--- src/hdl/tlca_ram.sv ---
module tlca_ram #(
   parameter int WIDTH = 8,
   parameter int DEPTH = 16
) (
   input  logic                     clock,
   input  logic                     wr_en,
   input  logic [$clog2(DEPTH)-1:0] wr_addr,
   input  logic [WIDTH-1:0]         wr_data,
   input  logic [$clog2(DEPTH)-1:0] rd_addr,
   output logic [WIDTH-1:0]         rd_data
);

   logic [WIDTH-1:0] mem [DEPTH];
   logic [WIDTH-1:0] rd_data_ff;

   always_ff @(posedge clock) begin
      if (wr_en) begin
         mem[wr_addr] <= wr_data;
      end
      rd_data_ff <= mem[rd_addr];
   end

   assign rd_data = rd_data_ff;

endmodule

--- config.mk ---
export PLATFORM = sky130hd
export DESIGN_NAME = tlca_ram
export DESIGN_NICKNAME = d
export VERILOG_FILES = /design/src/hdl/tlca_ram.sv
export SDC_FILE = /design/constraint.sdc
export NUM_CORES = 1
export LEC_CHECK = 0
export BUFFER_PORTS_ARGS = -buffer_cell sky130_fd_sc_hd__buf_2
export CAP_MARGIN = 15
export CORE_ASPECT_RATIO = 1.4
export CORE_MARGIN = 2
export CORE_UTILIZATION = 40
export CTS_CLUSTER_DIAMETER = 150
export DETAILED_ROUTE_END_ITERATION = 8
export GPL_ROUTABILITY_DRIVEN = 0
export PLACE_DENSITY = 0.67
export SYNTH_ARGS = -nofsm -noshare
export SYNTH_HDL_FRONTEND = slang
export SYNTH_SLANG_ARGS = --single-unit
export TNS_END_PERCENT = 20
--- constraint.sdc ---
create_clock -name clock -period 3.83 [get_ports clock]
set_input_delay 0.383 -clock clock [delete_from_list [all_inputs] [get_ports clock]]
set_output_delay 0.383 -clock clock [all_outputs]
set_load 0.005 [all_outputs]
After elaboration in Yosys (flattened, before gate mapping) --
Memory sizes are Yosys's and may differ from the RTL's. A register that Yosys moved wholly into a read port is not among the register bits. Index checks and enable logic that the tools add are counted. W data, S select, Z words.
Storage, ports and cells: flip-flop bits (word level) 0, RAM bits 128, input bits 18, output and inout port bits 8, logic and storage cells 3, memories 1
Memory list:
- mem | words 16, bits a word 8, read ports 1, clocked after Yosys merged registers in 1, write ports 1, line 13 | logic [WIDTH-1:0] mem [DEPTH];
Cells by class: mux-type cells 2
Operators by type and width (count):
- $mux W1 | 2

Longest topological paths before layout --
word-level depth 2, depth in mapped cells 5, mapped depth without buffers 3

Worst setup path after synthesis --
OpenSTA, ideal clock, no wires.
path type input-to-reg, start point in wr_addr[2], end point mem mem[0][0] (enable), library setup time 383 ps, arrival 1493 ps, required time 3447 ps, setup slack 1954 ps, stages on the path 2, buffers on the path 0, path through or3b_2 nor3_1
RTL lines:
- from (decl) | line 7 | input logic [$clog2(DEPTH)-1:0] wr_addr,
- to (decl) | line 13
Straight into the memory's write port.

==> impl_metrics.json <==
{
  "vias_per_cell": 5.473,
  "synth_cell_types": 19,
  "fin_setup_tns_ns": 0,
  "crit_path_end_kind": "flip-flop",
  "hp-class": "in -> reg",
  "grt_max_degree": 33,
  "final-hold-violation-count": 0,
  "crit_slowest_cell": "mux4_1",
  "r2r_setup_slack_ns": 2.51,
  "cts_resized": 0,
  "area_growth_pct": 15.78,
  "power_density_mw_per_mm2": 552.6,
  "cts_buffers": 17,
  "drtIter0Drc": 210,
  "grt_pass1_wl_mm": 14.96,
  "io-pin-count": 26,
  "max_stage_delay_ns": 0.60,
  "cts_root_buf": "clkbuf_16",
  "seq_area_frac_synth_pct": 77.78,
  "syn_area_mm2": 0.005147,
  "nets": 285,
  "portBuffers": 25,
  "clk_pin_slew_worst_paths_ns": 0.05,
  "finClkSkew_ns": 0.006946,
  "synth_area_per_cell_um2": 22.48,
  "antenna_left": 0,
  "setup_viol": 0,
  "coreArea_mm2": 0.01269,
  "die_w_um": 99.88,
  "crit_end": "rd_data[1]$_DFF_P_",
  "grt_pass1_vias": 2398,
  "drv_slew": 0,
  "clkSinkCount": 136,
  "yosysTopAreaCellShare_pct": 74.67,
  "synthTopCellsByArea": "edfxtp_1 75%, mux4_2 7.9%, mux4_1 7.1%",
  "yosysWarnings": 0,
  "drt-total-wl_mm": 9.832,
  "power_leakage_nw": 1.983,
  "rr_startpoint": "mem[5][3]$_DFFE_PP_",
  "grt-ovfl-total": 0,
  "die_area_mm2": 0.01381,
  "worst-path-buf-inv": 2,
  "synth-seq-cells": 136,
  "worstRegToRegCells": 3,
  "num_antenna_cells": 0,
  "synth_cells": 229,
  "critPathTopFamily": "buffers and inverters",
  "crit_arrival_ns": 2.11,
  "power_mw": 3.293,
  "postCtsHoldBufs": 0,
  "ctsLongestPathBuffers": 2,
  "hp-start": "wr_data[4]",
  "avgRoutedWirePerCell_um": 22.71,
  "min_period_ns": 1.811,
  "crit_path_start": "rd_addr[0]",
  "synth.largest_area_cell": "edfxtp_1",
  "layout-drive-gt1-share_pct": 26.43,
  "critical_path_class": "in -> reg",
  "drc_errors": 0,
  "slew_headroom_pct": 27.46,
  "tightest_slew_ns": 1.084,
  "rows": 49,
  "crit_chain": "buf_2 > buf_4 > mux4_1 > a22oi_1 > nand2_1",
  "postCtsSetupBuffers": 0,
  "htreeDepth": 4,
  "antenna_found_initial": 0,
  "max-cap-violations": 0,
  "rsz0062_at_grt": "false",
  "period_share_pct": 47.30,
  "cts_tree": "yes",
  "crit_cells": 5,
  "dpl.hpwl_mm": 6.192,
  "crit_required_ns": 4.12,
  "start_util_pct": 40.56,
  "clock.fmax_mhz": 552.1,
  "r2r_end": "rd_data[3]$_DFF_P_",
  "peakVddDrop_mv": 0.3357,
  "critPathMaxFanout": 20,
  "syn-num-nets": 247,
  "cp-start-kind": "primary input",
  "status": "completed",
  "vias": 2370,
  "groute.usage.overall_pct": 15.46,
  "nFillCells": 1019,
  "fp.dieH_um": 138.2,
  "clkLatencyLatePin_ns": 0.41,
  "dr.pass1.iters": 5
}
[state kept, by name, summed over array words and instances, names as in the netlist]
signal / count
rd_data: 8
mem: 128
[cell usage after synthesis]
cell type / instances
buf_6: 3
nor2b_1: 1
or3b_2: 1
mux4_2: 18
nand3_1: 1
nand2_1: 9
buf_4: 1
nand3b_1: 2
a22oi_1: 16
nor3_1: 4
nand2b_1: 2
dfxtp_1: 8
nor2_1: 13
buf_2: 3
edfxtp_1: 128
and2_1: 1
mux4_1: 14
clkdlybuf4s25_2: 3
and2b_1: 1
[where the power goes]
group / leakage [nW] / switching [mW] / internal [mW]
combinational: 0.493 / 0.0837 / 0.0608
clock: 0.267 / 0.535 / 0.938
sequential: 1.22 / 0.00984 / 1.67
[stage by stage]
step | hold slack [ns] | area, um^2 | util, % | std cells | setup slack (ns)
2_1_floorplan | 0.4819 | 5147 | - | 229 | 1.954
3_3_place_gp | 0.6488 | 5410 | 42.63 | 400 | 1.338
6_report | 0.3476 | 5959 | 46.96 | 433 | 2.019
4_1_cts | 0.3387 | 5959 | 46.96 | 433 | 2.014
3_5_place_dp | 0.6556 | 5418 | 42.69 | 401 | 1.588
5_1_grt | 0.3500 | 5959 | 46.96 | 433 | 1.918
[cells by family (layout without fill, tap and decap cells)]
kind of cell	Yosys count	count (layout)	share of synthesized area (%)
flops	136	136	77.78
compound gates	16	16	2.334
simple gates	35	35	3.184
buf+inv	10	61	1.677
mux	32	32	15.02
[layout make-up]
class | instances | area [um^2] | area share, %
repair buffers | 29 | 155.1 | 2.603
flip-flops and latches | 136 | 4004 | 67.18
clock buffers | 27 | 493.0 | 8.272
well taps | 153 | 191.4 | 3.212
multi-input cells | 83 | 1067 | 17.91
clock inverters | 5 | 48.80 | 0.8188
[worst min-delay path by stage]
| stage | to | slack, ns | cells past startpoint |
|---|---|---|---|
| floorplan | mem[0][0]$_DFFE_PP_ | 0.48 | 0 |
| global placement | rd_data[1]$_DFF_P_ | 0.65 | 3 |
| detailed placement | rd_data[2]$_DFF_P_ | 0.66 | 3 |
| CTS | mem[0][4]$_DFFE_PP_ | 0.34 | 1 |
| global route | mem[0][4]$_DFFE_PP_ | 0.35 | 1 |
| finish | mem[3][4]$_DFFE_PP_ | 0.35 | 1 |
[cells in the final DEF, fill, tap and decap left out]
cell type	Yosys	layout
bufinv_16	0	1
mux4_1	14	14
nand2b_1	2	2
nor3_2	0	2
or3b_2	1	1
a22oi_1	16	16
clkbuf_1	0	7
and2b_1	1	1
nor3_1	4	2
nor2_1	13	13
clkinv_2	0	3
and2_1	1	1
nor2b_1	1	1
dfxtp_1	8	8
clkbuf_8	0	3
nand3_1	1	1
nand2_1	9	9
buf_4	1	4
buf_2	3	25
mux4_2	18	18
clkbuf_16	0	17
clkinv_1	0	1
edfxtp_1	128	128
nand3b_1	2	2
[routing by layer]
metal / global-route usage [%] / vias up / wire length, um
li1: - / 1053 / -
met1: 20.40 / 1223 / 4165
met2: 24.11 / 84 / 5048
met3: 4.752 / 10 / 494
met4: 6.128 / 0 / 124
met5: 0 / - / 0
Note: power is estimated with default switching activity, not from simulation.
